[src/hw/rtl/dlra_pkg.sv]
package dlra_pkg;

   // Default sizes of the layer.
   localparam int MAX_INPUTS_DEF  = 1024;
   localparam int MAX_NEURONS_DEF = 64;

   // Field and datapath widths.
   localparam int VAL_W      = 32;
   localparam int ACC_W      = 64;
   localparam int FRAC_W     = 16;
   localparam int ACT_W      = 2;
   localparam int IIDX_W     = 10;
   localparam int NIDX_W     = 6;
   localparam int CNT_IN_W   = 11;
   localparam int CNT_NEU_W  = 7;
   localparam int CSR_IDX_W  = 2;
   localparam int CSR_DATA_W = 11;

   // Request action codes.
   localparam logic [ACT_W-1:0] ACT_WEIGHT = 2'd0;
   localparam logic [ACT_W-1:0] ACT_BIAS   = 2'd1;
   localparam logic [ACT_W-1:0] ACT_FEED   = 2'd2;

   // Configuration register indexes.
   localparam logic [CSR_IDX_W-1:0] CSR_INPUTS  = 2'd0;
   localparam logic [CSR_IDX_W-1:0] CSR_NEURONS = 2'd1;
   localparam logic [CSR_IDX_W-1:0] CSR_RELU    = 2'd2;

   // Configuration reset values.
   localparam logic [CNT_IN_W-1:0]  INPUTS_RST  = 11'd1024;
   localparam logic [CNT_NEU_W-1:0] NEURONS_RST = 7'd64;

   // Control tag that travels with one neuron step down the pipeline.
   typedef struct packed {
      logic              valid;
      logic              in_use;
      logic              first;
      logic              final_vec;
      logic              emit_last;
      logic [NIDX_W-1:0] neuron;
   } tag_type;

endpackage

[src/hw/rtl/dlra_cell.sv]
module dlra_cell
   import dlra_pkg::*;
(
   input  logic                    clock,
   input  logic                    shift,
   input  logic signed [ACC_W-1:0] d,
   output logic signed [ACC_W-1:0] q
);

   logic signed [ACC_W-1:0] acc_ff;

   // One accumulator of the ring; it takes its d input (the next cell, or the sum at the tail) on every shift.
   always_ff @(posedge clock) begin
      if (shift) begin
         acc_ff <= d;
      end
   end

   assign q = acc_ff;

endmodule

[config.mk]
export PLATFORM = sky130hd
export DESIGN_NAME = dlra_cell
export DESIGN_NICKNAME = d
export VERILOG_FILES = /design/src/hw/rtl/dlra_pkg.sv /design/src/hw/rtl/dlra_cell.sv
export SDC_FILE = /design/constraint.sdc
export NUM_CORES = 1
export LEC_CHECK = 0
export BUFFER_PORTS_ARGS = -buffer_cell sky130_fd_sc_hd__buf_4
export CAP_MARGIN = 0
export CORE_MARGIN = 2
export CORE_UTILIZATION = 35
export DETAILED_ROUTE_END_ITERATION = 10
export GPL_ROUTABILITY_DRIVEN = 1
export HOLD_SLACK_MARGIN = 0.03
export PLACE_DENSITY = 0.79
export SETUP_SLACK_MARGIN = 0.05
export SLEW_MARGIN = 10
export SYNTH_ARGS = -nofsm -noshare
export SYNTH_HDL_FRONTEND = slang
export SYNTH_SLANG_ARGS = --single-unit
[constraint.sdc]
create_clock -name clock -period 0.8 [get_ports clock]
set_input_delay 0.16 -clock clock [delete_from_list [all_inputs] [get_ports clock]]
set_output_delay 0.16 -clock clock [all_outputs]
set_load 0.005 [all_outputs]
==> key figures, run 1 <==
Pwr
  • Pwr Total: 7.283 mW
  • Clock power frac: 0.295
  • Leak: 1.754 nW
  • Int Pwr: 5.798 mW
  • Sw Share: 0.2039
  • P_sw: 1.485 mW
  • Cell Pwr Density: 1868 mW/mm^2
  • Worst VDD drop: 0.001210 V
  • Comb pwr share: 0.145
  • Flop pwr share: 0.560

Worst setup path
  • Worst setup SP type: flop
  • Crit path max fanout: 1
  • CP Data Required Time: 0.64 ns
  • Slowest cell on the critical path: edfxtp_1
  • CP Cell Sequence: buf_6
  • Cell family with most CP delay: flip-flops
  • Worst path bufs/invs: 1
  • CP Class: reg2out
  • Worst EP arrival: 0.88 ns
  • Crit path largest cell delay: 0.42 ns
  • CP endpoint kind: output port

Floorplan
  • Starting Density: 0.3692
  • Die W: 78.10 um
  • Core ar.: 0.005205 mm^2
  • Total die area: 0.006100 mm^2
  • # rows: 26
  • DIE HEIGHT: 78.10 um
  • I/O pins: 130

Logic synthesis
  • Cell variety after synth: 1
  • Syn nets: 130
  • Synth warn: 0
  • Yosys reg bits: 64
  • Synth Instances: 64
  • Cell Area, Synth: 0.001922 mm^2
  • Synth Area per Inst: 30.03 um^2
  • Sequential area share after synthesis: 1.000

STA
  • Final setup fails: 64
  • Setup TNS: -12.19 ns
  • Final worst path period share: 1.305
  • Fin. max-slew vios: 0
  • Worst-margin pin slew: 0.1758 ns
  • RSZ-0062 raised after global routing: true
  • Final worst slack: -0.2442 ns
  • Fmax: 957.6 MHz
  • Slew headroom: 0.8828
  • Hold Violations, Final: 0
  • Period minus WS final: 1.044 ns

Clock tree
  • TritonCTS clock tree: done
  • # clock sinks: 64
  • Clk root buf: clkbuf_8
  • Clk buf depth: 2
  • H-tree level count: 3
  • CTS buffer count: 9
  • Clock transition at path regs: 0.07 ns

Placed design
  • Placed cell count: 265
  • Pre-CTS setup slack: -0.004107 ns
  • Routability cong.: 0.6801
  • Port Buffers: 129

Global route
  • Vias in the first global route: 1,564
  • Total Routing Usage GR: 0.1752
  • Initial antenna violation count: 0
  • Pin count of the biggest net entering global routing: 34
  • First-pass GRT wire length: 7728 um
  • Total grt overflow: 0

Routing
  • Antenna-violating nets left: 0
  • M1 WL: 1779 um
  • DRT Wirelength: 5169 um
  • Vias: 1,449
  • Drt initial violations: 43
  • Met3 wire length: 485 um
  • Vias per inst: 4.200
  • Residual DRC: 0
  • Uppermost layer routed: met4
  • Met2 wire length: 2775 um
  • Initial DRT Pass Iterations: 4
  • DR WL/cell: 14.98 um

Finish
  • Antenna Cells: 0
  • #MultiIn Comb: 0
  • Max reg flops: 64
  • Layout area overhead: 102.9%
  • Share of layout cells above drive strength 1: 0.5164
  • Nets: 336
  • Fin cells: 345
  • Multi-input gate area: 0 um^2

Run status
  • Failing checks: negative setup slack
  • Outcome: complete, but fails checks

Min path
  • Hold WC Path Type: in2reg

Flow run
  • Max-cap violations: 0
power by group through the flow:
stage | Clock [mW] | Combinational [mW] | Sequential (mW)
finish | 2.15 | 1.06 | 4.08
global route | 2.36 | 1.12 | 4.10
CTS | 2.23 | 1.01 | 4.06
detailed placement | 0 | 0.753 | 4.13
global placement | 0 | 0.732 | 4.11
floorplan | 0 | 0 | 4.16
final cells by class:
class	instances	area (um^2)
flip-flops and latches	64	1922
repair buffers	195	1737
fillers	324	1306
clock buffers	9	123.9
well taps	70	87.58
clock inverters	7	28.78
path summary, 6_finish.rpt:
| kind | cells past startpoint | to | from | slack, ns |
|---|---|---|---|---|
| setup / recovery | 1 | q[13] | q[13] | -0.24 |
| hold / removal | 2 | q[3] | d[3] | 0.21 |
cells by family (layout without fill, tap and decap cells):
kind of cell  after synthesis  count (layout)  share of synthesized area
buf+inv                     0             211                          0
flops                      64              64                      1.000
routing by layer:
metal | up-vias | track usage
met1 | 683 | 0.1780
met4 | 0 | 0.1035
met5 | - | 0
met3 | 13 | 0.06437
li1 | 674 | -
met2 | 79 | 0.3069
cells in the final DEF (no fill, tap or decap):
cell and instances:
buf_4 115, dlygate4sd3_1 50, edfxtp_1 64, clkinv_1 5, clkbuf_8 9, buf_12 2, buf_6 14, clkinv_2 2
dlymetal6s4s_1 14
metrics by stage:
| step | hold slack, ns | instance area, um^2 | utilization |
|---|---|---|---|
| after floorplan | 0.2589 | 1922 | - |
| after global placement | 0.3379 | 3018 | 0.5798 |
| after detailed placement | 0.3393 | 3018 | 0.5798 |
| after CTS | 0.2937 | 3822 | 0.7344 |
| after global routing | 0.2072 | 3899 | 0.7490 |
| final | 0.2094 | 3899 | 0.7490 |
timing repair:
item                                    in CTS  in global routing
pin swaps                                    0                  0
resized for setup                            3                 25
setup buffers                                0                  0
hold endpoints to repair                    64                  0
hold buffers                                64                  0
endpoints found under the setup margin      64                 78
cell usage after synthesis:
master    instances  area share
edfxtp_1         64         1.0
No activity file was read; power rests on OpenSTA's default activity.
==> run 2: changes to the inputs <==
Settings changed: CORE_ASPECT_RATIO from default to 0.6.
==> run 2 against run 1 <==
  * The run still ends with negative setup slack left
  * Final area increased by 0.74%
  * Critical path depth unchanged
  * Global-route usage increased by 0.51 points
  * Setup slack improved by 0.0081 ns
  * Cell count decreased by 1.7%
  * Sequential cell count unchanged
  * Combinational power about the same
  * Utilization increased by 0.92 points
  * Largest power group unchanged
==> key figures, run 2 (synthesized netlist as in run 1, its figures left out) <==
Run status
  • Outcome: complete, but fails checks
  • Failing checks: negative setup slack

Global route
  • Total Routing Usage GR: 0.1803
  • Pin count of the biggest net entering global routing: 33
  • Initial antenna violation count: 0
  • Vias in the first global route: 1,542
  • Total grt overflow: 0
  • First-pass GRT wire length: 7610 um

Finish
  • Share of layout cells above drive strength 1: 0.5275
  • Multi-input gate area: 0 um^2
  • Antenna Cells: 0
  • Layout area overhead: 104.4%
  • Most common cell after layout, fill and taps aside: buf_4
  • Nets: 336
  • Final core utilization: 0.7582
  • Most frequent cells in the layout: buf_4, edfxtp_1, dlygate4sd3_1
  • Max reg flops: 64
  • #MultiIn Comb: 0

Min path
  • WHS Path Cells: 2
  • Hold Crit Start: d[7]
  • Hold path endpoint: q[7]
  • Hold WC Path Type: in2reg

STA
  • Final worst slack: -0.2362 ns
  • Fmax: 965.1 MHz
  • Final worst path period share: 1.295
  • Hold Violations, Final: 0
  • Period minus WS final: 1.036 ns
  • Final setup fails: 64
  • Worst-margin pin slew: 0.1736 ns
  • Setup TNS: -12.70 ns
  • Hold slack final: 0.2250 ns
  • RSZ-0062 raised after global routing: true
  • Slew headroom: 0.8843
  • Fin. max-slew vios: 0

Pwr
  • Worst VDD drop: 0.001259 V
  • Leak: 1.676 nW
  • Cell Pwr Density: 2025 mW/mm^2

Clock tree
  • CTS buffer count: 9
  • Clock transition at path regs: 0.06 ns
  • Clk root buf: clkbuf_8
  • Post-CTS setup buffers: 0
  • TritonCTS clock tree: done
  • Clk buf depth: 2
  • # clock sinks: 64
  • H-tree level count: 3

Routing
  • Drt initial violations: 33
  • Vias per inst: 4.280
  • Vias: 1,451
  • DRT Wirelength: 5509 um
  • Initial DRT Pass Iterations: 4
  • DR WL/cell: 16.25 um
  • Antenna-violating nets left: 0
  • Residual DRC: 0

Placed design
  • Port Buffers: 129
  • Routability cong.: 0.6943

Worst setup path
  • CP endpoint kind: output port
  • Crit path max fanout: 1
  • CP Data Required Time: 0.64 ns
  • CP Cell Sequence: buf_4
  • Worst path bufs/invs: 1
  • Slowest cell on the critical path: edfxtp_1
  • Worst EP arrival: 0.88 ns
  • CP Class: reg2out
  • Worst setup startpoint: q[38]
  • Crit path largest cell delay: 0.40 ns
  • Cell family with most CP delay: flip-flops
  • Worst setup SP type: flop

Floorplan
  • # rows: 20
  • I/O pins: 130
  • Starting Density: 0.3710
  • Die W: 99.67 um
  • Total die area: 0.006119 mm^2
  • DIE HEIGHT: 61.40 um
  • Core ar.: 0.005180 mm^2

Flow run
  • Max-cap violations: 0
==> run 2: what timing repair did <==
item | CTS | global route
gates resized for setup | 4 | 17
endpoints found under the hold margin | 64 | 0
pin swaps | 0 | 0
endpoints found under the setup margin | 64 | 66
hold buffers | 64 | 0
==> run 2: per-stage QoR <==
| stage | area [um^2] | worst slack, ns | power, mW | instances |
|---|---|---|---|---|
| after floorplan | 1922 | 0.2847 | 4.163 | 64 |
| after global placement | 3013 | 0.007213 | 4.862 | 261 |
| after detailed placement | 3013 | -0.003553 | 4.893 | 261 |
| after CTS | 3866 | -0.2539 | 7.946 | 339 |
| after global routing | 3928 | -0.2830 | 8.257 | 339 |
| final | 3928 | -0.2362 | 7.953 | 339 |
==> run 2: routing by layer <==
layer | track usage | vias up | share of wire
li1 | - | 674 | -
met1 | 0.1645 | 685 | 0.33
met2 | 0.3243 | 86 | 0.54
met3 | 0.1180 | 6 | 0.12
met4 | 0.08219 | 0 | 0.011
met5 | 0 | - | 0
==> run 2: cell type report <==
class / instances / area (um^2)
Clock buffer: 9 / 123.9
Timing Repair Buffer: 195 / 1725
Fill cell: 299 / 1252
Sequential cell: 64 / 1922
Clock inverter: 5 / 73.82
Tap cell: 66 / 82.58
==> run 2: how the worst max path moves through the flow <==
stage / to / slack [ns] / depth (start not counted)
final: q[38] / -0.24 / 1
after CTS: q[58] / -0.25 / 1
after global routing: q[48] / -0.28 / 1
after floorplan: q[0] / 0.28 / 0
after global placement: q[4] / 0.007 / 2
after detailed placement: q[5] / -0.004 / 2
==> run 2: report_power, final <==
part,total (mW),internal [mW],switching (mW)
logic,1.07,0.754,0.319
clock network,2.79,1.70,1.10
registers,4.09,3.99,0.0973
total,7.95,6.44,1.51
==> run 3: changes to the inputs <==
Settings changed: CELL_PAD_IN_SITES_DETAIL_PLACEMENT from default to 0, CELL_PAD_IN_SITES_GLOBAL_PLACEMENT from default to 1, CORE_UTILIZATION 35 to 29, PLACE_DENSITY 0.79 to 0.81.
==> run 3 against run 2 <==
  * The run still ends with negative setup slack left
  * Critical path depth is the same
  * Via count shrank 0.69%
  * Power grew 5.8%
  * Wire length is essentially flat
  * Cell count grew 5.9%
  * Sequential cell count is the same
  * Largest power group unchanged
==> key figures, run 3 (synthesized netlist as in run 1, its figures left out) <==
Global route
  • Pin count of the biggest net entering global routing: 25
  • Initial antenna violation count: 0
  • First-pass GRT wire length: 7562 um
  • Total Routing Usage GR: 0.1499
  • Total grt overflow: 0
  • Vias in the first global route: 1,495

Min path
  • Hold WC Path Type: in2reg
  • Hold Crit Start: d[40]

STA
  • RSZ-0062 raised after global routing: true
  • Fmax: 959.4 MHz
  • Hold Violations, Final: 0
  • Final setup fails: 64
  • Fin. max-slew vios: 0
  • Final worst slack: -0.2423 ns
  • Slew headroom: 0.9148
  • Setup TNS: -12.91 ns
  • Worst-margin pin slew: 0.1278 ns
  • Period minus WS final: 1.042 ns
  • Hold slack final: 0.2145 ns
  • Final worst path period share: 1.303

Run status
  • Failing checks: negative setup slack
  • Outcome: complete, but fails checks

Routing
  • Antenna-violating nets left: 0
  • Residual DRC: 0
  • Initial DRT Pass Iterations: 4
  • DRT Wirelength: 5508 um
  • Drt initial violations: 54
  • Vias: 1,441
  • DR WL/cell: 15.34 um
  • Vias per inst: 4.014

Pwr
  • Sw Share: 0.1894
  • Cell Pwr Density: 2081 mW/mm^2
  • Worst VDD drop: 0.0009002 V
  • Pwr Total: 8.413 mW
  • Leak: 1.731 nW
  • Int Pwr: 6.820 mW
  • P_sw: 1.594 mW
  • Comb pwr share: 0.131
  • Flop pwr share: 0.486
  • Clock power frac: 0.383

Clock tree
  • # clock sinks: 64
  • Clk root buf: clkbuf_8
  • H-tree level count: 3
  • Clk buf depth: 2
  • TritonCTS clock tree: done
  • Post-CTS setup buffers: 0
  • Clock transition at path regs: 0.07 ns
  • CTS buffer count: 9

Floorplan
  • DIE HEIGHT: 67.06 um
  • # rows: 22
  • Die W: 109.1 um
  • Total die area: 0.007315 mm^2
  • I/O pins: 130
  • Core ar.: 0.006248 mm^2
  • Starting Density: 0.3076

Finish
  • #MultiIn Comb: 0
  • Share of layout cells above drive strength 1: 0.5345
  • Most frequent cells in the layout: buf_4, edfxtp_1, dlygate4sd3_1
  • Nets: 337
  • Max reg flops: 64
  • Fin cells: 359
  • Most common cell after layout, fill and taps aside: buf_4
  • Layout area overhead: 110.4%
  • Multi-input gate area: 0 um^2
  • Antenna Cells: 0

Worst setup path
  • Worst setup startpoint: q[32]
  • Worst EP arrival: 0.88 ns
  • Cell family with most CP delay: flip-flops
  • Worst path bufs/invs: 1
  • Worst setup path end: q[32]
  • Slowest cell on the critical path: edfxtp_1
  • Crit path max fanout: 1
  • Worst setup SP type: flop
  • Crit path largest cell delay: 0.42 ns
  • Crit path depth: 1
  • CP Data Required Time: 0.64 ns
  • CP Cell Sequence: buf_6
  • CP Class: reg2out
  • CP endpoint kind: output port

Flow run
  • Max-cap violations: 0

Placed design
  • Port Buffers: 129
  • Routability cong.: 0.6666
  • Placed cell count: 280
  • HPWL Detailed: 3325 um
  • Pre-CTS setup slack: 0.007446 ns
[run 3: power by group through the flow]
| stage | Combinational (mW) | Clock, mW | Sequential [mW] |
|---|---|---|---|
| global placement | 0.764 | 0 | 4.12 |
| detailed placement | 0.771 | 0 | 4.13 |
| CTS | 1.03 | 3.32 | 4.06 |
| global route | 1.17 | 3.48 | 4.11 |
| finish | 1.10 | 3.23 | 4.09 |
| floorplan | 0 | 0 | 4.16 |
[run 3: what timing repair did]
| item | 4_1_cts | 5_1_grt |
|---|---|---|
| hold endpoints to repair | 64 | 0 |
| resized for setup | 2 | 30 |
| endpoints found under the setup margin | 64 | 68 |
| hold buffers | 64 | 0 |
[run 3: cell type report]
type / count / area, um^2
fill: 440 / 2205
clock buffer: 9 / 123.9
clock inverter: 6 / 108.9
tap: 84 / 105.1
sequential: 64 / 1922
timing repair buffer: 196 / 1784
[run 3: per-stage QoR]
| stage | cell area [um^2] | utilization |
|---|---|---|
| after floorplan | 1922 | - |
| after global placement | 3055 | 0.4890 |
| after detailed placement | 3055 | 0.4890 |
| after CTS | 3936 | 0.6300 |
| after global routing | 4044 | 0.6472 |
| final | 4044 | 0.6472 |
[run 3: worst min-delay path by stage]
stage             to  slack (ns)  cells past startpoint
6_report       q[40]        0.21                      2
5_1_grt        q[40]        0.21                      2
4_1_cts        q[13]        0.25                      2
3_5_place_dp    q[2]        0.34                      1
3_3_place_gp   q[55]        0.34                      1
2_1_floorplan   q[0]        0.26                      0
[run 3: per-layer routing]
metal,GRT usage,wire length (um),vias to the layer above
li1,-,-,672
met1,0.1700,2048,680
met2,0.2539,2838,75
met3,0.06556,511,14
met4,0.05288,109,0
met5,0,0,-
