### src/hw/rtl/dlra_pkg.sv
package dlra_pkg;

   // Default sizes of the layer.
   localparam int MAX_INPUTS_DEF  = 1024;
   localparam int MAX_NEURONS_DEF = 64;

   // Field and datapath widths.
   localparam int VAL_W      = 32;
   localparam int ACC_W      = 64;
   localparam int FRAC_W     = 16;
   localparam int ACT_W      = 2;
   localparam int IIDX_W     = 10;
   localparam int NIDX_W     = 6;
   localparam int CNT_IN_W   = 11;
   localparam int CNT_NEU_W  = 7;
   localparam int CSR_IDX_W  = 2;
   localparam int CSR_DATA_W = 11;

   // Request action codes.
   localparam logic [ACT_W-1:0] ACT_WEIGHT = 2'd0;
   localparam logic [ACT_W-1:0] ACT_BIAS   = 2'd1;
   localparam logic [ACT_W-1:0] ACT_FEED   = 2'd2;

   // Configuration register indexes.
   localparam logic [CSR_IDX_W-1:0] CSR_INPUTS  = 2'd0;
   localparam logic [CSR_IDX_W-1:0] CSR_NEURONS = 2'd1;
   localparam logic [CSR_IDX_W-1:0] CSR_RELU    = 2'd2;

   // Configuration reset values.
   localparam logic [CNT_IN_W-1:0]  INPUTS_RST  = 11'd1024;
   localparam logic [CNT_NEU_W-1:0] NEURONS_RST = 7'd64;

   // Control tag that travels with one neuron step down the pipeline.
   typedef struct packed {
      logic              valid;
      logic              in_use;
      logic              first;
      logic              final_vec;
      logic              emit_last;
      logic [NIDX_W-1:0] neuron;
   } tag_type;

endpackage

### src/hw/rtl/dlra_emit.sv
module dlra_emit
   import dlra_pkg::*;
(
   input  logic                    clock,
   input  logic                    reset,
   input  tag_type                 tag,
   input  logic signed [ACC_W-1:0] acc,
   input  logic                    relu_en,
   output logic                    rsp_valid,
   output logic [NIDX_W-1:0]       rsp_out_neuron,
   output logic signed [VAL_W-1:0] rsp_activation,
   output logic [NIDX_W-1:0]       rsp_best_index,
   output logic                    rsp_last
);

   localparam logic signed [VAL_W-1:0] SAT_MAX = {1'b0, {(VAL_W-1){1'b1}}};
   localparam logic signed [VAL_W-1:0] SAT_MIN = {1'b1, {(VAL_W-1){1'b0}}};

   logic [ACC_W-VAL_W:0]    acc_hi;
   logic                    in_range;
   logic signed [VAL_W-1:0] sat_val;
   logic signed [VAL_W-1:0] act;
   logic                    take;
   logic                    emit;
   logic signed [VAL_W-1:0] best_val_ff;
   logic [NIDX_W-1:0]       best_idx_ff;
   logic signed [VAL_W-1:0] best_val_in;
   logic [NIDX_W-1:0]       best_idx_in;
   logic                    rsp_valid_ff;
   logic [NIDX_W-1:0]       rsp_neuron_ff;
   logic signed [VAL_W-1:0] rsp_act_ff;
   logic [NIDX_W-1:0]       rsp_best_ff;
   logic                    rsp_last_ff;

   // Saturate to 32 bits, apply ReLU when enabled, and track the first strictly greatest value.
   always_comb begin
      acc_hi   = acc[ACC_W-1:VAL_W-1];
      in_range = (&acc_hi) | ~(|acc_hi);
      if (in_range) begin
         sat_val = acc[VAL_W-1:0];
      end else if (acc[ACC_W-1]) begin
         sat_val = SAT_MIN;
      end else begin
         sat_val = SAT_MAX;
      end
      if (relu_en && (sat_val[VAL_W-1] || (sat_val == '0))) begin
         act = '0;
      end else begin
         act = sat_val;
      end
      take        = (tag.neuron == '0) || (act > best_val_ff);
      best_val_in = take ? act : best_val_ff;
      best_idx_in = take ? tag.neuron : best_idx_ff;
      emit        = tag.valid & tag.in_use & tag.final_vec;
   end

   // Result strobe.
   always_ff @(posedge clock) begin
      if (reset) begin
         rsp_valid_ff <= 1'b0;
      end else begin
         rsp_valid_ff <= emit;
      end
   end

   // Result payload and running argmax.
   always_ff @(posedge clock) begin
      if (emit) begin
         best_val_ff   <= best_val_in;
         best_idx_ff   <= best_idx_in;
         rsp_neuron_ff <= tag.neuron;
         rsp_act_ff    <= act;
         rsp_best_ff   <= tag.emit_last ? best_idx_in : '0;
         rsp_last_ff   <= tag.emit_last;
      end
   end

   assign rsp_valid      = rsp_valid_ff;
   assign rsp_out_neuron = rsp_neuron_ff;
   assign rsp_activation = rsp_act_ff;
   assign rsp_best_index = rsp_best_ff;
   assign rsp_last       = rsp_last_ff;

endmodule

### config.mk
export PLATFORM = sky130hd
export DESIGN_NAME = dlra_emit
export DESIGN_NICKNAME = d
export VERILOG_FILES = /design/src/hw/rtl/dlra_pkg.sv /design/src/hw/rtl/dlra_emit.sv
export SDC_FILE = /design/constraint.sdc
export NUM_CORES = 1
export LEC_CHECK = 0
export BUFFER_PORTS_ARGS = -buffer_cell sky130_fd_sc_hd__buf_4
export CAP_MARGIN = 0
export CORE_MARGIN = 2
export CORE_UTILIZATION = 50
export CTS_CLUSTER_DIAMETER = 80
export DETAILED_ROUTE_END_ITERATION = 10
export PLACE_DENSITY = 0.75
export SKIP_LAST_GASP = 1
export SYNTH_ARGS = -nofsm -noshare
export SYNTH_HDL_FRONTEND = slang
export SYNTH_SLANG_ARGS = --single-unit
export TNS_END_PERCENT = 50
### constraint.sdc
create_clock -name clock -period 11.7 [get_ports clock]
set_clock_uncertainty 0.2 [all_clocks]
set_input_delay 1.17 -clock clock [delete_from_list [all_inputs] [get_ports clock]]
set_output_delay 1.17 -clock clock [all_outputs]
set_load 0.01 [all_outputs]
==> summary by stage, run 1 <==
Routing
The number of optimization iterations in the first detailed-route pass is 5. In this run, the number of DRC markers left after iteration 0 of detailed routing was ~160. The final antenna-violating net count is 0. The routed wire length is ~9600 um. After detailed routing, the average wire length per cell comes to about 16 um. For this run, design rule violations remaining after detail routing come to 0. The via-per-instance ratio is 5.444. The via count is between 3000 and 4000.

Pwr
The power per cell area is around 120 nW/um2. The clock group share of total power is 30.7%. The proportion of power drawn by flip-flops and latches is a little under three fifths. The switching part of the total is ~26%.

The analysis attributes to net switching a power of between 0.15 and 0.2 mW. Across the VDD grid, the largest voltage drop is between 0.00005 and 0.00006 V. Combinational logic is responsible for between 10 and 15% of the overall power.

For this design the static power due to leakage is approximately 2.2 nW. Cell internal power was estimated by the tool at roughly 0.47 mW.

Yosys
The share of the yosys chip area belonging to registers is between 50% and 60%. Of all cell types, the one taking the most synthesized area is edfxtp_1. For this run, the number of Yosys warnings is 0.

The post-synthesis area per instance is 11.91 um2. Sorting the synthesized cells by area gives the leading types as edfxtp_1, ha_1, a21boi_0. The mapped netlist covers 4240 um2.

Synthesis instantiated 34 different standard cells from the library. The number of nets handed over by synthesis was between 400 and 500. Counting every instance in the synthesized netlist gives around 360.

The fraction of synthesized cell area taken by the top area cell type is approximately 59%. Synthesis inferred 84 register bits.

Cells and area
In the final layout, the multi-input gates occupy ~1500 um2. The number of antenna diodes in the final layout is 0. From synthesis to final layout, the design area changed by 28.09%. The most common cell after layout, fill and taps aside is buf_4. After the last flow step, the layout net total stands at just under 600. Of the cells placed in the final design, the portion with a size suffix greater than 1 is 30.10%. Once layout is done, the placed cells without fillers occupy roughly 5400 um2. The library cells used most frequently in the layout, excluding fill and tap cells, are buf_4, edfxtp_1, nand2_1.

The area used by sequential logic in the layout is 2512 um2. The utilization after layout is ~66%. After filler insertion, the fill cell instance count of the layout stands at around 630.

Status
The run finished with clean final reports.

Worst setup path
In this design, the stage delay of the slowest critical-path cell is between 0.8 and 0.9 ns. The category of the worst setup path launch point is an input port. The worst path arrival time is roughly 6.1 ns.

The largest fanout on the critical path is 33. The worst setup path is captured at a flip-flop. Traced cell by cell, the critical path runs through buf_4 > nor4_1 > nand4_1 > or3_1 > o21ai_2 > buf_4 > or2_2 > a21boi_0 > ha_1 > nand4_1 > nor4_1 > o21ai_0 > o211ai_1 > o21ai_4 > a21oi_4.

The critical path's slowest cell is a21oi_4. The endpoint required time on the critical path is around 11 ns. The critical path is of the in -> reg type.

Floorplanning
In this run the standard cell core region covers slightly above 8000 um2. Once the floorplan was initialized, standard cells occupied about half of the core. The horizontal die dimension is around 96 um. In this run the core area contains 33 standard-cell rows.

The die boundary height is 96.09 um. The die covers roughly 9200 um2. Pin placement for this block handled ~120 I/O pins.

STA
For the finished layout, the period the worst path requires is 6.336 ns. The final hold violation count came to 0. The slew at the pin closest to its max-slew limit is approximately 1.1 ns. In the final timing run, aggregate negative setup slack is 0 ns.

The setup-violating endpoint count in the final report is 0. The number of pins with negative max-slew slack in the final report is 0. In the finished design, the share of the clock period the worst path needs comes to 54.15%. The achievable frequency is about 160 MHz.

The final worst slack is about 5.4 ns. Setup repair after global routing left no endpoint under its margin. The tightest slew margin relative to the limit is between 20% and 30%.

Global routing
Entering global routing, the biggest net connects 52 pins. The initial antenna violation count is 0. The first global-routing pass estimated between 10000 and 15000 um of wire. The leftover overflow at the end of global routing is 0. Global routing used between 20% and 30% of the available tracks. The number of global-route vias before repair came to 3153.

Place
Prior to clock tree synthesis, the placed netlist has a worst setup slack of around 5 ns. The number of buffers inserted by port buffering is around 120. At the end of routability-driven placement, the weighted congestion stood at ~0.85.

The instance area after placement is about 5300 um2. Detailed placement finished with a half-perimeter wire length of a little over 7000 um.

Clock tree
For this design, the CTS-stage hold fixing added 0 buffers. The post-CTS setup buffer count is 0. The clock passes through at most 2 buffers.

Clock tree synthesis selected as its root buffer the cell clkbuf_8. The H-tree level count is 3. For the worst-skew pair, the clock arrives at the later sink with an insertion delay of around 0.36 ns. The CTS tree is done.

The post-cts resize count is 0. The total number of clock tree sinks is 84. TritonCTS created 9 clock buffers. Clock-pin slew was measured on the worst setup and hold paths at around 0.10 ns.

Job
Across the run, the number of max-cap violations was 0.

Min path
The worst min-delay path category is reg -> reg.
## power by group through the flow
stage | logic, mW | registers [mW] | clock network [mW]
global placement | 0.0858 | 0.355 | 0
detailed placement | 0.0883 | 0.355 | 0
CTS | 0.0887 | 0.348 | 0.194
global route | 0.0976 | 0.349 | 0.206
finish | 0.0884 | 0.348 | 0.194
floorplan | 0.0387 | 0.359 | 0
## cell families after synthesis
| kind of cell | synth area share (%) |
|---|---|
| mux | 2.833 |
| compound gates | 9.767 |
| simple gates | 13.69 |
| flops | 59.25 |
| fa+ha+maj | 9.442 |
| buf+inv | 5.016 |
## synth_stat cells (all sizes together)
cell,n
o211ai,2
inv,40
a221o,1
o311a,1
nor3,2
and2,2
nand3,8
a21o,1
o21a,1
o21ai,7
nor2,7
a21boi,31
edfxtp,83
buf,6
and4,3
ha,32
clkbuf,5
mux2i,12
nand2,55
nor4,19
dfxtp,1
a21oi,14
or2,1
or3,2
nor2b,2
nand4,16
nor4b,1
a211oi,1
## through the flow
stage                     hold WS, ns  instances  total power, mW
after detailed placement       0.4280        574           0.4436
final                          0.4454        590           0.6304
after global placement         0.4103        574           0.4407
after floorplan                0.3911        356           0.3977
after CTS                      0.4482        590           0.6315
after global routing           0.4835        590           0.6530
## path summary, 6_finish.rpt
check,startpoint,endpoint,slack [ns],cells past startpoint
worst max-delay path,acc[62],best_val_ff[26]$_DFFE_PP_,5.36,15
worst max register to register,best_val_ff[31]$_DFFE_PP_,best_val_ff[26]$_DFFE_PP_,8.07,8
worst min register to register,best_idx_ff[4]$_DFFE_PP_,rsp_best_index[4]$_SDFFCE_PN0P_,0.45,2
worst min-delay path,best_idx_ff[4]$_DFFE_PP_,rsp_best_index[4]$_SDFFCE_PN0P_,0.45,2
## area by class of cell
class / instances / share of cell area [%]
clock buffers: 9 / 2.281
inverters: 40 / 2.764
multi-input cells: 221 / 28.10
well taps: 105 / 2.419
repair buffers: 124 / 17.14
clock inverters: 7 / 1.037
flip-flops and latches: 84 / 46.26
## routing by layer
layer / track usage (%) / up-vias / routed length (um)
li1: - / 1565 / -
met1: 25.96 / 1510 / 3910
met2: 36.98 / 124 / 4849
met3: 5.951 / 13 / 665
met4: 8.333 / 0 / 191
met5: 0 / - / 0
## critical path: cells and delay by family
kind | cells | cell delay, ns
adders and majority gates | 1 | 0.42
buffers and inverters | 2 | 0.43
AOI/OAI and AO/OA | 6 | 1.98
and+or+nand+nor | 6 | 2.07
## flip-flops by register name (all words and copies together), names as in the netlist
name / cells
rsp_out_neuron: 6
rsp_activation: 32
best_val_ff: 32
best_idx_ff: 6
rsp_valid: 1
rsp_best_index: 6
rsp_last: 1
(Power assumes the default switching activity.)
==> run 2: changes to the inputs <==
Settings changed: CORE_UTILIZATION 50 to 47, PLACE_DENSITY 0.75 to 0.73.
Clock period 11.7 ns to 5.8 ns, I/O delays scaled along.
==> summary by stage, run 2 (synthesis gave the netlist of run 1 again) <==
STA
The tightest slew margin relative to the limit is 26.84%. The final hold violation count was 0. The worst path in the final design needs a cycle of between 4 and 5 ns, including I/O delays and setup. The share of the cycle needed by the critical path after routing is 81.10%. Setup repair after global routing left no endpoint under its margin. The slew at the pin closest to its max-slew limit is between 1 and 1.5 ns. The accumulated negative setup slack is 0 ns.

The number of pins with negative max-slew slack in the final report is 0. The tightest hold path in the finished design has a slack of between 0.15 and 0.2 ns. Once routing completed, OpenROAD measured the worst setup slack at 1.096 ns. For this run, the top clock speed supported by timing is between 200 and 250 MHz. Setup violations remaining at the end of the flow were counted as 0.

Pwr
The clock network burns a little over a third of the power. Summed over all cells, the static leakage comes to 2.283 nW. The proportion of power drawn by flip-flops and latches is 51.7%.

The cell internal power dissipation is 1.050 mW. In this run the power spent charging and discharging nets is roughly 0.31 mW. The largest voltage drop on the vdd net is around 0.00010 V. Per report_power, the combinational group accounts for a little over an eighth of the total. The power per cell area is around 250 nW/um2.

Of the total power, the share spent switching nets is a little under a quarter.

Cells and area
In the layout the commonest cells are buf_4, edfxtp_1, nand2_1. The combined area of the multi-input logic cells is around 1500 um2. The total non-filler cell area in the finished layout is between 5000 and 6000 um2. From synthesis to final layout, the design area changed by 29.92%. The number of antenna diodes in the final layout is 0. The count of filler cells inserted in the layout is 714. The share of final-layout standard cells stronger than drive strength 1 is between 30 and 40%. The utilization after layout is ~63%.

The final net count is 591. The most common cell after layout, fill and taps aside is buf_4. The sequential cells in the finished layout cover a total of roughly 2500 um2.

Routing
The average detailed-routed wire length per instance is approximately 16 um. The number of optimization iterations in the first detailed-route pass is 4. For this block, the routed nets add up to 9418 um of wire.

The final routed DRC violation total is 0. The DRC marker count from the first detailed-route iteration is roughly 180. The final antenna-violating net count is 0.

In the routed layout, each cell is associated on average with a via count of 5.374. The final route contains 3192 vias.

Clock tree
The hold buffer count at cts is 0. Clock tree synthesis selected as its root buffer the cell clkbuf_8. The post-cts resize count is 0. TritonCTS built the clock tree. CTS built an H-tree with a depth of 3.

The post-CTS setup buffer count is 0. Clock tree synthesis inserted a total of 9 buffers. In this run the deepest clock path goes through 2 buffers. The register clock-pin slew on the reported worst setup and hold paths is roughly 0.09 ns. The clock insertion delay at the later pin of the skew report is 0.36 ns. For this design, the sink count on the clock tree is 84.

Worst setup path
Data on the critical path arrives at its endpoint at about 4.6 ns. The largest stage delay on the critical path is 0.50 ns. For the worst setup path, the data required time is 5.70 ns. The critical path's slowest cell is o21ai_4. The endpoint of the lowest-slack register-to-register path is best_val_ff[2]$_DFFE_PP_. Walking the worst path, the cells encountered are buf_4 > nor4_1 > nand4_1 > or3_1 > o21ai_2 > buf_4 > nand2_1 > a21boi_0 > ha_1 > nand4_1 > nor2_1 > a221o_1 > o311a_1 > o21ai_4 > a21oi_4 > buf_12. STA classifies the critical path startpoint as an input port. STA classifies the critical path endpoint as a flip-flop. The depth of the worst register-to-register path is 9. The startpoint of the lowest-slack register-to-register path is best_val_ff[14]$_DFFE_PP_. The type of the setup path with the least slack is in -> reg. The reg2reg setup slack is 2.85 ns. Of all nets on the critical path, the largest fanout is 32.

Global routing
The initial antenna violation count is 0. The first global-routing pass estimated approximately 15000 um of wire. After global routing the overflow that remains totals 0. The number of global-route vias before repair is 3122.

Global routing consumed, over all layers together, between 10% and 20% of the routing resources. Entering global routing, the biggest net connects 52 pins.

Min path
The worst hold path was traced through 2 stages. For hold timing, the worst endpoint is rsp_valid$_SDFF_PP0_. In this run the most critical hold path is launched from reset. In this run the worst hold path is classified as in -> reg.

Floorplanning
The total die area is around 9800 um2. After floorplanning, the core was divided into 34 placement rows. For this design the top-level I/O count stands at about 120. The floorplan core area is approximately 8700 um2. The initial cell density of the core is roughly half. The horizontal die dimension is 98.99 um. The die boundary height is 98.99 um.

Place
At the end of routability-driven placement, the weighted congestion stood at roughly 0.89. Prior to clock tree synthesis, the placed netlist has a worst setup slack of around 0.74 ns. The number of buffers inserted by port buffering is ~120. The instance area after placement is 5275 um2. The HPWL after detailed placement is around 7000 um.

Status
The flow ran to the end, and the final reports show no timing, DRC or antenna violations.

Job
The number of maximum-capacitance violations is 0.
[run 2: metal layers]
layer,track usage [%],vias up,wire length (um)
li1,-,1566,-
met4,8.641,0,226
met3,5.532,21,700
met1,25.60,1485,4015
met5,0,-,0
met2,31.81,120,4475
[run 2: per-stage QoR]
step / instances / power (mW)
2_1_floorplan: 356 / 0.8023
3_3_place_gp: 578 / 0.8903
3_5_place_dp: 578 / 0.8955
4_1_cts: 594 / 1.367
5_1_grt: 594 / 1.413
6_report: 594 / 1.361
[run 2: area by class of cell]
| type | instances | share of cell area [%] |
|---|---|---|
| flip-flops and latches | 84 | 45.61 |
| multi-input cells | 221 | 27.71 |
| repair buffers | 125 | 17.26 |
| clock buffers | 11 | 2.748 |
| inverters | 40 | 2.725 |
| well taps | 108 | 2.453 |
| clock inverters | 5 | 1.499 |
[run 2: how the worst max path moves through the flow]
stage,from,endpoint,slack [ns],cells after the start
floorplan,acc[55],best_val_ff[0]$_DFFE_PP_,0.22,14
global placement,acc[33],best_val_ff[14]$_DFFE_PP_,0.80,16
detailed placement,acc[33],best_val_ff[14]$_DFFE_PP_,0.74,16
CTS,acc[33],best_val_ff[2]$_DFFE_PP_,1.10,16
global route,acc[33],best_val_ff[1]$_DFFE_PP_,0.71,15
finish,acc[33],best_val_ff[2]$_DFFE_PP_,1.10,16
[run 2: critical path, delay by kind of cell]
kind	cells	cell delay, ns
and+or+nand+nor	6	1.15
AOI/OAI and AO/OA	6	1.84
buffers and inverters	3	0.65
adders and majority gates	1	0.34
[run 2: power by group through the flow]
stage,registers (mW),logic (mW),clock network (mW)
6_report,0.703,0.178,0.480
5_1_grt,0.705,0.197,0.510
4_1_cts,0.703,0.180,0.484
3_5_place_dp,0.717,0.179,0
3_3_place_gp,0.717,0.174,0
2_1_floorplan,0.724,0.0782,0
==> run 3: changes to the inputs <==
Clock period 5.8 ns to 4.25 ns, I/O delays scaled along.
==> summary by stage, run 3 (synthesis gave the netlist of run 1 again) <==
Global routing
Entering global routing, the biggest net connects between 50 and 60 pins. The number of global-route vias before repair was between 3000 and 4000. The first global-routing pass estimated between 15000 and 20000 um of wire.

After global routing the overflow that remains totals 0. Global routing consumed, over all layers together, between 20% and 30% of the routing resources. The initial antenna violation count came to 0.

Cells and area
The most common cell after layout, fill and taps aside is buf_4. 0 antenna diodes ended up in the layout. The final net count is 653.

The final instance count without filler cells is around 660. The post-synthesis to final-layout area growth is 42.43%. In the layout the commonest cells are buf_4, edfxtp_1, nand2_1. The share of final-layout standard cells stronger than drive strength 1 is around two fifths.

Worst setup path
The worst path arrival time is about 4 ns. The critical path in this run is classified as in -> reg. At the worst endpoint, the required time is approximately 4.1 ns. STA classifies the critical path startpoint as an input port. The type of destination of the critical path is a flip-flop. Of all nets on the critical path, the largest fanout is 19.

Floorplanning
The horizontal die dimension is 98.99 um. Measured along the y axis, the die boundary spans slightly below 100 um. The core region is between 8000 and 9000 um2. Row generation in the floorplan step produced 34 rows. The initial cell density of the core is 48.62%. The total die area is just under 10000 um2.

The number of top-level pins is 124.

Clock tree
The longest clock path from root to sink contains 2 buffers. At the later pin of the worst-skew pair, clock insertion delay measures ~0.36 ns. The H-tree was split into 3 levels. Buffers inserted during clock tree synthesis total 9. In this run the post-CTS setup repair buffer count came out at 0.

TritonCTS built the clock tree. The total number of clock tree sinks is between 80 and 90. The root buffer cell chosen for the clock tree is clkbuf_8. Clock-pin slew was measured on the worst setup and hold paths at ~0.09 ns.

Min path
The worst min-delay path category is in -> reg.

Pwr
In this run the power density over the cells is 324.4 nW/um2. The worst-case IR drop observed on VDD is between 0.0001 and 0.00015 V. For this design the static power due to leakage is 2.600 nW. Total power for the finished layout comes to a little under 2 mW.

Routing
The DRC marker count from the first detailed-route iteration is about 170. The number of optimization iterations in the first detailed-route pass is 5. The final routed DRC violation total is 0. The final antenna-violating net count is 0. After detailed routing, the average wire length per cell comes to 15.90 um. The via count is around 3500. The final layout contains routed wiring with a total length of 10430 um. The via-per-instance ratio is between 5 and 6.

Place
The number of buffers inserted by port buffering is approximately 120. The detailed placement HPWL is slightly below 8000 um. The routability-driven placement congestion ratio is 0.9015. After detailed placement, the design holds a cell count of between 600 and 700. Before CTS, the worst setup slack after placement is -0.2569 ns.

STA
The achievable frequency is ~240 MHz. Setup violations remaining at the end of the flow were counted as 0. The accumulated negative setup slack is 0 ns. The final hold violation count is 0. For the pin with the worst max-slew slack, the measured transition is 1.102 ns.

The final worst slack is approximately 0.13 ns. Headroom to the max-slew limit came out at 26.43%. The worst path uses 97.01% of the clock period.

The number of pins with negative max-slew slack in the final report is 0. The post-route minimum period is ~4 ns.

Status
The flow ran to the end, and the final reports show no timing, DRC or antenna violations.

Job
The number of maximum-capacitance violations is 0.
==> run 3: cell types whose count changed in the layout (fill, tap and decap cells not counted), sizes merged <==
cell         delta
buf            +61
clkbuf          -2
bufinv          +1
dlygate4sd3     +1
inv             +1
==> run 3: worst max-delay path, stage by stage <==
cell	delay [ns]
buf_4	0.11
nor4_1	0.32
nand4_1	0.14
or3_1	0.41
nor3_1	0.24
a21oi_2	0.19
buf_4	0.22
a21boi_0	0.15
ha_1	0.35
nand4_1	0.15
nor4_2	0.36
buf_4	0.18
o311a_1	0.21
o21ai_4	0.09
a21oi_4	0.23
buf_12	0.19
==> run 3: power breakdown <==
group | leakage [nW] | internal, mW | switching, mW
sequential | 0.757 | 0.950 | 0.00938
clock | 0.124 | 0.395 | 0.306
combinational | 1.72 | 0.159 | 0.141
==> run 3: area by class of cell <==
type	count	area [um2]
clock buffer	9	123.9
clock inverter	7	121.4
fill	645	2681
inverter	40	150.1
multi-input combinational	221	1549
sequential	84	2512
tap	108	135.1
timing repair buffer	187	1448
==> run 3: path summary, 6_finish.rpt <==
check | start | end | slack, ns | depth (start not counted)
min | tag[0] | rsp_out_neuron[0]$_DFFE_PP_ | 0.05 | 1
max | acc[45] | best_val_ff[0]$_DFFE_PP_ | 0.13 | 16
min reg2reg | best_idx_ff[2]$_DFFE_PP_ | best_idx_ff[2]$_DFFE_PP_ | 0.44 | 2
max reg2reg | best_val_ff[9]$_DFFE_PP_ | best_val_ff[0]$_DFFE_PP_ | 1.56 | 10
==> run 3: what timing repair did <==
item                                   in CTS  in global routing
gates resized for setup                     0                  4
hold buffers                                1                  0
setup endpoints to repair                   0                 44
endpoints found under the hold margin       1                  0
==> run 3: through the flow <==
stage | utilization, % | instance area (um2) | hold WS (ns)
after floorplan | - | 4265 | 0.2974
after global placement | 66.14 | 5768 | 0.3815
after detailed placement | 66.14 | 5768 | 0.3836
after CTS | 69.07 | 6023 | 0.03497
after global routing | 69.25 | 6040 | 0.04105
final | 69.25 | 6040 | 0.05133
==> run 3: per-layer routing <==
| metal | up-vias | track usage [%] | part of all wire (%) |
|---|---|---|---|
| li1 | 1691 | - | - |
| met1 | 1636 | 26.94 | 41 |
| met2 | 158 | 36.69 | 50 |
| met3 | 17 | 4.539 | 7.4 |
| met4 | 0 | 8.008 | 1.8 |
| met5 | - | 0 | 0 |
